===== config.mk =====
export PLATFORM = sky130hd
export DESIGN_NAME = ring_deque_with_overwrite_top
export DESIGN_NICKNAME = d
export VERILOG_FILES = /design/src/hdl/rdwo_pkg.sv /design/src/hdl/rdwo_ram.sv /design/src/hdl/ring_deque_with_overwrite_top.sv
export SDC_FILE = /design/constraint.sdc
export NUM_CORES = 1
export LEC_CHECK = 0
export CORE_ASPECT_RATIO = 0.5
export CORE_MARGIN = 4
export CORE_UTILIZATION = 40
export CTS_CLUSTER_SIZE = 40
export DETAILED_ROUTE_END_ITERATION = 10
export DONT_BUFFER_PORTS = 1
export GPL_ROUTABILITY_DRIVEN = 1
export PLACE_DENSITY = 0.52
export SYNTH_ARGS = -nofsm -noshare
export SYNTH_HDL_FRONTEND = slang
export SYNTH_HIERARCHICAL = 1
export SYNTH_SLANG_ARGS = --single-unit

===== constraint.sdc =====
create_clock -name clk -period 7.55 [get_ports clk]
set_input_delay 1.1325 -clock clk [delete_from_list [all_inputs] [get_ports clk]]
set_output_delay 1.1325 -clock clk [all_outputs]
set_load 0.1 [all_outputs]

===== src/hdl/rdwo_pkg.sv =====
package rdwo_pkg;

  // Ring geometry.
  localparam int DEPTH = 16;
  localparam int WIDTH = 32;

  localparam int PTR_W = (DEPTH > 1) ? $clog2(DEPTH) : 1;
  localparam int CAP_W = $clog2(DEPTH + 1);

  // Fixed widths of the transaction fields.
  localparam int OP_W   = 3;
  localparam int DATA_W = 32;
  localparam int CNT_W  = 5;

  typedef enum logic [OP_W-1:0] {
    OP_TAIL_WR  = 3'd0,
    OP_TAIL_OVR = 3'd1,
    OP_HEAD_INS = 3'd2,
    OP_HEAD_RD  = 3'd3,
    OP_CLEAR    = 3'd4,
    OP_STATUS   = 3'd5
  } op_t;

endpackage


===== src/hdl/rdwo_ram.sv =====
module rdwo_ram #(
  parameter int WIDTH = 32,
  parameter int DEPTH = 16,
  parameter int ADDR_W = (DEPTH > 1) ? $clog2(DEPTH) : 1
) (
  input  logic              clk,
  input  logic              wr_en,
  input  logic [ADDR_W-1:0] wr_addr,
  input  logic [WIDTH-1:0]  wr_data,
  input  logic              rd_en,
  input  logic [ADDR_W-1:0] rd_addr,
  output logic [WIDTH-1:0]  rd_data
);

  logic [WIDTH-1:0] mem [DEPTH];

  always_ff @(posedge clk) begin
    if (wr_en) begin
      mem[wr_addr] <= wr_data;
    end
    if (rd_en) begin
      rd_data <= mem[rd_addr];
    end
  end

endmodule


===== src/hdl/ring_deque_with_overwrite_top.sv =====
// Channel  Direction  Handshake            Payload
// in       sink       in_valid / in_stall    op, wr_data
// out      source     out_valid / out_stall  accepted, rd_data, fill_count, free_count,
//                                            is_empty, is_full
// cfg      sink       cfg_valid / cfg_ready  capacity
//
// One operation is taken per cycle while the input is not stalled. Its result is
// registered: the registered read port of the entry memory captures the head entry
// at the accepting edge, alongside the pending stage, and the output register then
// loads from them once it is free. Reset (rst, synchronous) empties the ring and sets the
// capacity to DEPTH; no clearing pass is needed because entries are read only after
// they were written. A stalled output holds the result register, the pending stage
// then fills, and the input is stalled until the output drains.
module ring_deque_with_overwrite_top (
  input  logic                        clk,
  input  logic                        rst,
  // Operation channel.
  input  logic                        in_valid,
  output logic                        in_stall,
  input  logic [rdwo_pkg::OP_W-1:0]   op,
  input  logic [rdwo_pkg::DATA_W-1:0] wr_data,
  // Result channel.
  output logic                        out_valid,
  input  logic                        out_stall,
  output logic                        accepted,
  output logic [rdwo_pkg::DATA_W-1:0] rd_data,
  output logic [rdwo_pkg::CNT_W-1:0]  fill_count,
  output logic [rdwo_pkg::CNT_W-1:0]  free_count,
  output logic                        is_empty,
  output logic                        is_full,
  // Capacity register write channel.
  input  logic                        cfg_valid,
  output logic                        cfg_ready,
  input  logic [rdwo_pkg::CNT_W-1:0]  capacity
);

  import rdwo_pkg::*;

  // Status computed at accept time, waiting for the memory read data.
  typedef struct packed {
    logic             accepted;
    logic             is_read;
    logic [CNT_W-1:0] fill;
    logic [CNT_W-1:0] free;
    logic             empty;
    logic             full;
  } pend_t;

  // Ring state. The pointers always stay below the capacity in use.
  logic [PTR_W-1:0] wp, wp_next;
  logic [PTR_W-1:0] rp, rp_next;
  logic             full, full_next;
  logic [CAP_W-1:0] cap;
  logic [CAP_W-1:0] cap_sat;

  logic             pend_valid;
  pend_t            pend, pend_next;

  logic             in_acc, cfg_acc, out_load;

  logic             ram_we, ram_re;
  logic [PTR_W-1:0] ram_waddr;
  logic [WIDTH-1:0] ram_q;

  logic             cur_empty, nxt_empty;
  logic [CAP_W-1:0] fill_v, free_v;
  logic [PTR_W-1:0] wp_inc, rp_inc, rp_dec;

  function automatic logic [PTR_W-1:0] ptr_inc(input logic [PTR_W-1:0] p,
                                              input logic [CAP_W-1:0] c);
    logic [CAP_W-1:0] n;
    n = CAP_W'(p) + CAP_W'(1);
    return (n == c) ? '0 : PTR_W'(n);
  endfunction

  function automatic logic [PTR_W-1:0] ptr_dec(input logic [PTR_W-1:0] p,
                                              input logic [CAP_W-1:0] c);
    return (p == '0) ? PTR_W'(c - CAP_W'(1)) : (p - PTR_W'(1));
  endfunction

  // The output register loads whenever it is empty or being drained, so the
  // pending stage only waits while the output is stalled.
  assign out_load  = pend_valid && (!out_valid || !out_stall);
  assign in_stall  = pend_valid && !out_load;
  assign in_acc    = in_valid && !in_stall;
  assign cfg_ready = !pend_valid;
  assign cfg_acc   = cfg_valid && cfg_ready;

  assign wp_inc    = ptr_inc(wp, cap);
  assign rp_inc    = ptr_inc(rp, cap);
  assign rp_dec    = ptr_dec(rp, cap);
  assign cur_empty = (wp == rp) && !full;

  // A written capacity of zero acts as one; values beyond the ring saturate.
  always_comb begin
    if (capacity == '0) begin
      cap_sat = CAP_W'(1);
    end else if (int'(capacity) > DEPTH) begin
      cap_sat = CAP_W'(DEPTH);
    end else begin
      cap_sat = CAP_W'(capacity);
    end
  end

  // Next pointer and flag state for the operation presented at the input.
  always_comb begin
    wp_next   = wp;
    rp_next   = rp;
    full_next = full;
    ram_we    = 1'b0;
    ram_re    = 1'b0;
    ram_waddr = wp;
    pend_next = '0;

    case (op_t'(op))
      OP_TAIL_WR: begin
        if (!full) begin
          ram_we             = 1'b1;
          wp_next            = wp_inc;
          full_next          = (wp_inc == rp);
          pend_next.accepted = 1'b1;
        end
      end
      OP_TAIL_OVR: begin
        // When full, the oldest entry is dropped and the ring stays full.
        ram_we             = 1'b1;
        wp_next            = wp_inc;
        rp_next            = full ? rp_inc : rp;
        full_next          = full || (wp_inc == rp);
        pend_next.accepted = 1'b1;
      end
      OP_HEAD_INS: begin
        if (!full) begin
          ram_we             = 1'b1;
          ram_waddr          = rp_dec;
          rp_next            = rp_dec;
          full_next          = (rp_dec == wp);
          pend_next.accepted = 1'b1;
        end
      end
      OP_HEAD_RD: begin
        if (!cur_empty) begin
          ram_re             = in_acc;
          rp_next            = rp_inc;
          full_next          = 1'b0;
          pend_next.accepted = 1'b1;
          pend_next.is_read  = 1'b1;
        end
      end
      OP_CLEAR: begin
        wp_next   = '0;
        rp_next   = '0;
        full_next = 1'b0;
      end
      default: begin
      end
    endcase

    ram_we = ram_we && in_acc;

    nxt_empty = (wp_next == rp_next) && !full_next;

    if (full_next) begin
      fill_v = cap;
    end else if (wp_next >= rp_next) begin
      fill_v = CAP_W'(wp_next) - CAP_W'(rp_next);
    end else begin
      fill_v = CAP_W'(wp_next) + cap - CAP_W'(rp_next);
    end

    if (nxt_empty) begin
      free_v = cap;
    end else if (rp_next >= wp_next) begin
      free_v = CAP_W'(rp_next) - CAP_W'(wp_next);
    end else begin
      free_v = CAP_W'(rp_next) + cap - CAP_W'(wp_next);
    end

    pend_next.fill  = CNT_W'(fill_v);
    pend_next.free  = CNT_W'(free_v);
    pend_next.empty = nxt_empty;
    pend_next.full  = full_next;
  end

  rdwo_ram #(
    .WIDTH (WIDTH),
    .DEPTH (DEPTH)
  ) u_ram (
    .clk     (clk),
    .wr_en   (ram_we),
    .wr_addr (ram_waddr),
    .wr_data (WIDTH'(wr_data)),
    .rd_en   (ram_re),
    .rd_addr (rp),
    .rd_data (ram_q)
  );

  // Ring state and capacity register. A capacity write empties the ring.
  always_ff @(posedge clk) begin
    if (rst) begin
      wp   <= '0;
      rp   <= '0;
      full <= 1'b0;
      cap  <= CAP_W'(DEPTH);
    end else if (cfg_acc) begin
      wp   <= '0;
      rp   <= '0;
      full <= 1'b0;
      cap  <= cap_sat;
    end else if (in_acc) begin
      wp   <= wp_next;
      rp   <= rp_next;
      full <= full_next;
    end
  end

  // Pending stage: holds the status while the memory read completes.
  always_ff @(posedge clk) begin
    if (rst) begin
      pend_valid <= 1'b0;
    end else if (in_acc) begin
      pend_valid <= 1'b1;
    end else if (out_load) begin
      pend_valid <= 1'b0;
    end
    if (in_acc) begin
      pend <= pend_next;
    end
  end

  // Output register. The read data is held by the memory until the next
  // head read, which cannot be issued before this load.
  always_ff @(posedge clk) begin
    if (rst) begin
      out_valid <= 1'b0;
    end else if (out_load) begin
      out_valid <= 1'b1;
    end else if (!out_stall) begin
      out_valid <= 1'b0;
    end
    if (out_load) begin
      accepted   <= pend.accepted;
      rd_data    <= pend.is_read ? DATA_W'(ram_q) : '0;
      fill_count <= pend.fill;
      free_count <= pend.free;
      is_empty   <= pend.empty;
      is_full    <= pend.full;
    end
  end

endmodule


; Word level (Yosys, flattened, before mapping)
; Memories as Yosys holds them, arrays and structs flattened. A register that Yosys moved wholly into a read port is not among the register bits.
; Index checks and enable logic that the tools add are counted.
[totals]
in_bits = 45
out_inout_bits = 48
regBits = 75
ram_bits = 512
memories = 1
wordCells = 98
[op_classes]
n_eq_ne = 11
n_lt_le_gt_ge = 3
add_sub_neg = 10
mux = 33
n_reduce_logical = 22
[memory_table]
columns = name, depth, width, rd, rd_clocked_by_memory_dff, wr, line
row1 = u_ram.mem, 16, 32, 1, 1, 1, rdwo_ram.sv:15  ; logic [WIDTH-1:0] mem [DEPTH];
[ops]
columns = cell, count
row1 = $mux W4, 9
row2 = $mux W5, 6
row3 = $eq A4 B4 Y1, 4
row4 = $pmux W4 S4, 1
row5 = $mux W1, 12
row6 = $pmux W4 S3, 1
row7 = $add A4 B1 Y5 const B, 2
row8 = $add A4 B5 Y5, 2
row9 = $eq A5 B5 Y1, 2
row10 = $sub A4 B4 Y5, 2
row11 = $sub A5 B4 Y5, 2
row12 = $ge A4 B4 Y1, 2
row13 = $sub A4 B1 Y4 const B, 2
row14 = $logic_and A1 B1 Y1, 7
row15 = $logic_not A1 Y1, 7
row16 = $eq A3 B2 Y1 const B, 2
row17 = $gt A5 B5 Y1 const B, 1
row18 = $logic_not A5 Y1, 1
row19 = $pmux W1 S5, 1
row20 = $logic_not A4 Y1, 1
row21 = $reduce_or A2 Y1, 2
row22 = $eq A3 B1 Y1 const B, 1
row23 = $eq A3 B3 Y1 const B, 1
row24 = $logic_not A3 Y1, 1
row25 = 6 further kinds, 7

; Longest topological paths before layout
[logic_depth]
depth_word = 10
ltp_mapped = 23
depth_no_buf = 22

; Modules after synthesis
; The synthesis kept the hierarchy.
[modules_own_cells]
columns = mod, instances, cells_each, area_each_um2
row1 = rdwo_ram, 1, 838, 20155.6
row2 = ring_deque_with_overwrite_top, 1, 481, 4921.0

; Least setup slack after synthesis
; No wires, ideal clock.
[synth_path]
kind = reg-to-reg
from = register rp[1]
to = memory u_ram.mem[0][0] (enable)
slack_ps = 2220
required_time_ps = 7089
t_arrival_ps = 4869
path_buffers = 1
stages_incl_launch_ff = 13
path_cell_list = dfxtp_1 > buf_2 > inv_1 > ha_1 > nor3b_4 > mux2i_2 > ha_1 > and2_1 > a221o_1 > nor2_1 > a21o_1 > or3b_2 > nor3_1
[synth_via]
elab_chain_cells = 4
elab_cells_between_ends = 5
[synth_lines]
columns = element, line
row1 = from (decl), ring_deque_with_overwrite_top.sv:51  ; logic [PTR_W-1:0] rp, rp_next;
row2 = from (signal assigned), ring_deque_with_overwrite_top.sv:212  ; rp <= rp_next;
row3 = $sub A4 B1 Y4 / $logic_not A4 Y1 (equally long branches), ring_deque_with_overwrite_top.sv:78  ; return (p == '0) ? PTR_W'(c - CAP_W'(1)) : (p - PTR_W'(1));
row4 = $mux W4 *, ring_deque_with_overwrite_top.sv:78
row5 = $mux W4 *, ring_deque_with_overwrite_top.sv:133  ; if (!full) begin
row6 = $mux W4 *, ring_deque_with_overwrite_top.sv:115  ; case (op_t'(op))
row7 = via ram_waddr[2], ring_deque_with_overwrite_top.sv:62  ; logic [PTR_W-1:0] ram_waddr;
row8 = to (decl), rdwo_ram.sv:15
; The timed path passes the listed nets; every way through them passes the cells marked *.

; Worst setup path in the final report
[layout_path]
from = register rp[0]
to = register pend[5] in the netlist's numbering, data pin
[layout_via]
elab_chain_cells = 9
elab_cells_between_ends = 28
[layout_lines]
columns = element, line
row1 = $add A4 B1 Y5, ring_deque_with_overwrite_top.sv:72  ; n = CAP_W'(p) + CAP_W'(1);
row2 = $eq A5 B5 Y1, ring_deque_with_overwrite_top.sv:73  ; return (n == c) ? '0 : PTR_W'(n);
row3 = $mux W4, ring_deque_with_overwrite_top.sv:73
row4 = $mux W4 (on tied branches), "ring_deque_with_overwrite_top.sv:142, ring_deque_with_overwrite_top.sv:128"
row5 = $pmux W4 S4 *, ring_deque_with_overwrite_top.sv:115
row6 = via rp_next[1], ring_deque_with_overwrite_top.sv:51
row7 = $add A4 B5 Y5, ring_deque_with_overwrite_top.sv:176  ; free_v = CAP_W'(rp_next) + cap - CAP_W'(wp_next);
row8 = $sub A5 B4 Y5, ring_deque_with_overwrite_top.sv:176
row9 = $mux W5, ring_deque_with_overwrite_top.sv:173  ; end else if (rp_next >= wp_next) begin
row10 = $mux W5 *, ring_deque_with_overwrite_top.sv:171  ; if (nxt_empty) begin
row11 = via free_v[3], ring_deque_with_overwrite_top.sv:66  ; logic [CAP_W-1:0] fill_v, free_v;
row12 = to (signal assigned), ring_deque_with_overwrite_top.sv:227  ; pend <= pend_next;
row13 = to (decl), ring_deque_with_overwrite_top.sv:57  ; pend_t pend, pend_next;
; Marks and branches as above.
; A chain may end at the register's enable or synchronous reset.

==> results.tsv <==
stage	metric	value	unit
run_status	status	complete, no violations	
sta	min cycle time layout	5610	ps
yosys	dominant cell type by area after synthesis	edfxtp_1	
clock_tree	H-tree Lvls	2	
placement	dpl cells	2101	
critical_path	WP data arrival	5960	ps
sta	fin. max-slew vios	0	
yosys	Mapped Avg Cell Area	19.0	sq um
critical_path	Reg2Reg Setup Slack	1940	ps
power_and_ir_drop	clock power share	0.398	
critical_path	reg2reg end	pend[5]$_DFFE_PP_	
drt	total via count in the routed design	12200	
sta	setup TNS	0	ps
critical_path	Cell Chain, Critical Path	buf_12 -> mux2i_2 -> ha_1 -> nand2b_1 -> a21oi_1 -> o21ai_0 -> a32oi_1 -> a21boi_0 -> nor2_1 -> fa_1 -> inv_1 -> ha_1 -> a21o_1 -> a21oi_1 -> xor2_1 -> mux2i_1 -> mux2_4	
yosys	number of enable flip-flop cells after synthesis	603	
clock_tree	CTS tree	built	
power_and_ir_drop	total power	7.34	mW
floorplan	CORE AREA	61600	sq um
layout	area of the multi-input gates	6290	sq um
power_and_ir_drop	Seq pwr share	0.541	
yosys	post-synthesis sequential area ratio	0.735	
placement	post-DP HPWL	32300	microns
drt	DRC	0	
critical_path	path depth of the worst reg2reg path	17	
global_route	initial antenna violation count	0	
run	max cap viols	0	
layout	number of fillers in the final layout	5204	
clock_tree	CTS buffer count	55	
drt	Detailed Routing Iterations Pass 1	5	
min_path	Worst Hold Class	flip-flop to flip-flop	
critical_path	Worst setup SP type	flip-flop	
critical_path	critical path type	flip-flop to flip-flop	
floorplan	DIE AREA	67000	sq um
sta	worst slew pin tran	1130	ps
layout	fraction of layout instances using a drive strength above 1	0.203	
critical_path	Top delay family on crit path	adder cells	
floorplan	Starting Density	0.407	
critical_path	crit end category	flip-flop	
sta	Worst slew margin	0.248	
sta	worst setup margin	1940	ps
placement	pre-CTS setup slack	1860	ps
clock_tree	post-CTS setup buffers	0	
clock_tree	Worst-Skew Late Latency	620	ps
yosys	cell count after synthesis	1319	
layout	Antenna diodes	0	
clock_tree	maximum clock path buffer count	3	
drt	Vias/cell	5.56	
layout	Layout area overhead	11.7	%
power_and_ir_drop	Max IR drop VDD	169	uV
critical_path	required time of the critical path	7900	ps
layout	Seq. cell area	18400	sq um
placement	port bufs	0	
power_and_ir_drop	combinational share of power	0.061	
floorplan	die extent in x	362	microns
yosys	Syn. warnings	6	
layout	Non-Filler Instances	2200	
yosys	Synth area leaders	edfxtp_1 72%, mux4_2 11%, a22oi_1 2.0%	
drt	final WL	57600	microns
clock_tree	PostCTS Resize Cnt	0	
sta	Setup violations, final	0	
yosys	Synth async-reset ratio	0	
power_and_ir_drop	cell internal pwr	5.70	mW
drt	Post-DRT Antenna Nets	0	
clock_tree	Clk pin slew, worst setup/hold paths	70	ps
sta	Fmax	178	MHz
yosys	Synth top area share	0.722	
power_and_ir_drop	sw frac	0.224	
power_and_ir_drop	power density over cell area	262	nW/um^2
critical_path	CP Buf/Inv Count	2	
layout	nets@finish	1410	
floorplan	Boundary Pins	93	
yosys	Net Count, Synth	1396	
critical_path	crit-path max FO	104	
placement	GPL Wtd Cong	0.863	
sta	final worst-path cycle share	0.743	
drt	drt wl/cell	26.2	microns
yosys	Top FF cell, synth	edfxtp_1	
critical_path	Critical-path top delay cell	dfxtp_4	
critical_path	CP max stage delay	810	ps
sta	Clock Skew	20.9	ps
clock_tree	CTS root buf	clkbuf_16	
yosys	post-synthesis register bit count	619	
global_route	largest net degree at the start of global routing	105	
yosys	synthesized cell area	25100	sq um
global_route	GRT Total Usage	0.173	
drt	DRT iter0 DRCs	1234	
critical_path	Reg2Reg Launch Point	rp[0]$_SDFFE_PP0P_	
sta	Hold Vio Cnt, Final	0	
floorplan	height of the die	185	microns
yosys	Netlist cell types	69	
power_and_ir_drop	cell leakage power	8.79	nW
sta	RSZ-0062 raised after global routing	false	
min_path	Hold Crit Depth	0	
global_route	number of global-route vias before repair	12900	
clock_tree	Post-CTS Hold Buffers	0	
global_route	first-pass GRT wire length	85300	microns
floorplan	num rows	64	
clock_tree	clk sink count	619	
power_and_ir_drop	switching power	1.65	mW
min_path	WHS Endpoint	accepted$_DFFE_PP_	
global_route	Overflow after GRT	0	
min_path	HP Start	pend[13]$_DFFE_PP_	
-- synthesized netlist by cell type (5+ instances only) --
library cell  instances
edfxtp_1            603
buf_2                17
a21o_1               13
mux2i_1              13
and3_1                6
xor2_1                8
mux4_2              128
nor3_1               11
o21ai_0              16
nor2_1               43
inv_1                39
nand3_1              14
a22oi_1              66
buf_1                13
buf_4                 9
a21oi_1              32
and2_1               41
nand2_1              56
clkbuf_1             30
fa_1                 10
dfxtp_1              16
nand4_1               5
xnor2_1              22
nand2b_1             10
nor2b_1               5
ha_1                 22
-- worst max-delay path by stage --
stage / cells past startpoint / to / from
after floorplan: 12 / u_ram/mem[0][0]$_DFFE_PP_ / rp[1]$_SDFFE_PP0P_
after detailed placement: 17 / pend[5]$_DFFE_PP_ / rp[0]$_SDFFE_PP0P_
after global routing: 19 / pend[6]$_DFFE_PP_ / rp[0]$_SDFFE_PP0P_
final: 17 / pend[5]$_DFFE_PP_ / rp[0]$_SDFFE_PP0P_
after CTS: 17 / pend[5]$_DFFE_PP_ / rp[0]$_SDFFE_PP0P_
after global placement: 17 / pend[10]$_DFFE_PP_ / rp[0]$_SDFFE_PP0P_
-- registers in the layout, summed over array words and instances, names as in the netlist, 4 cells and up --
signal and count:
cap 5, free_count 5, pend 14, u_ram/rd_data 32, u_ram/mem 512, wp 4, rd_data 32, rp 4
fill_count 5
-- routing by layer --
layer	up-vias	GRT usage	share of wire
met2	297	0.284	0.48
li1	5335	-	-
met1	6538	0.248	0.46
met4	0	0.0334	0.015
met3	72	0.0280	0.048
met5	-	0	0
-- final cells by class --
type / instances / share of cell area
clock buffer: 63 / 0.0502
tap: 825 / 0.0368
inverter: 41 / 0.00549
sequential: 619 / 0.658
multi-input combinational: 587 / 0.225
clock inverter: 36 / 0.0166
timing repair buffer: 29 / 0.00822
-- logic make-up after synthesis --
kind of cell	after synthesis	share of synthesized area
DFF	619	0.735
and+or+nand+nor	212	0.0445
AOI/OAI and AO/OA	165	0.0469
muxes	146	0.123
buffers and inverters	113	0.0200
xor gates and xnor gates	32	0.0121
adders and majority gates	32	0.0190
-- worst register-to-register path, cell delays in order (launching register included) --
cell      delay [ps]
dfxtp_4          810
buf_12           770
mux2i_2          330
ha_1             430
nand2b_1          70
a21oi_1          140
o21ai_0           80
a32oi_1          240
a21boi_0         370
nor2_1           200
fa_1             640
inv_1             90
ha_1             280
a21o_1           180
a21oi_1          190
xor2_1           170
mux2i_1           90
mux2_4           270
-- through the flow --
step | cell area, sq um | util | hold WS [ps]
finish | 28000 | 0.455 | 418
global route | 28000 | 0.455 | 430
CTS | 28000 | 0.455 | 420
detailed placement | 26100 | 0.425 | 406
global placement | 26100 | 0.425 | 404
floorplan | 25100 | - | 400
-- power by group through the flow --
stage / clock network, mW / logic (mW) / registers, mW
after detailed placement: 0 / 0.452 / 4.05
after CTS: 3.01 / 0.455 / 3.97
after floorplan: 0 / 0.354 / 4.03
after global routing: 3.15 / 0.497 / 3.97
final: 2.92 / 0.449 / 3.97
after global placement: 0 / 0.455 / 4.04
-- cells in the final DEF (no fill, tap or decap), types with 9 or more instances in the layout --
| master | n |
|---|---|
| a22oi_1 | 66 |
| nand2_1 | 56 |
| nor2_1 | 30 |
| inv_1 | 39 |
| ha_1 | 22 |
| buf_4 | 28 |
| a21oi_1 | 31 |
| edfxtp_1 | 603 |
| a21o_1 | 13 |
| dfxtp_1 | 14 |
| nand2b_1 | 10 |
| bufinv_16 | 9 |
| nand3_1 | 14 |
| and2_1 | 40 |
| clkinv_1 | 13 |
| fa_1 | 10 |
| clkbuf_16 | 55 |
| mux4_2 | 128 |
| mux2i_1 | 13 |
| nor2_4 | 13 |
| xnor2_1 | 22 |
| o21ai_0 | 16 |
(Power assumes the default switching activity.)
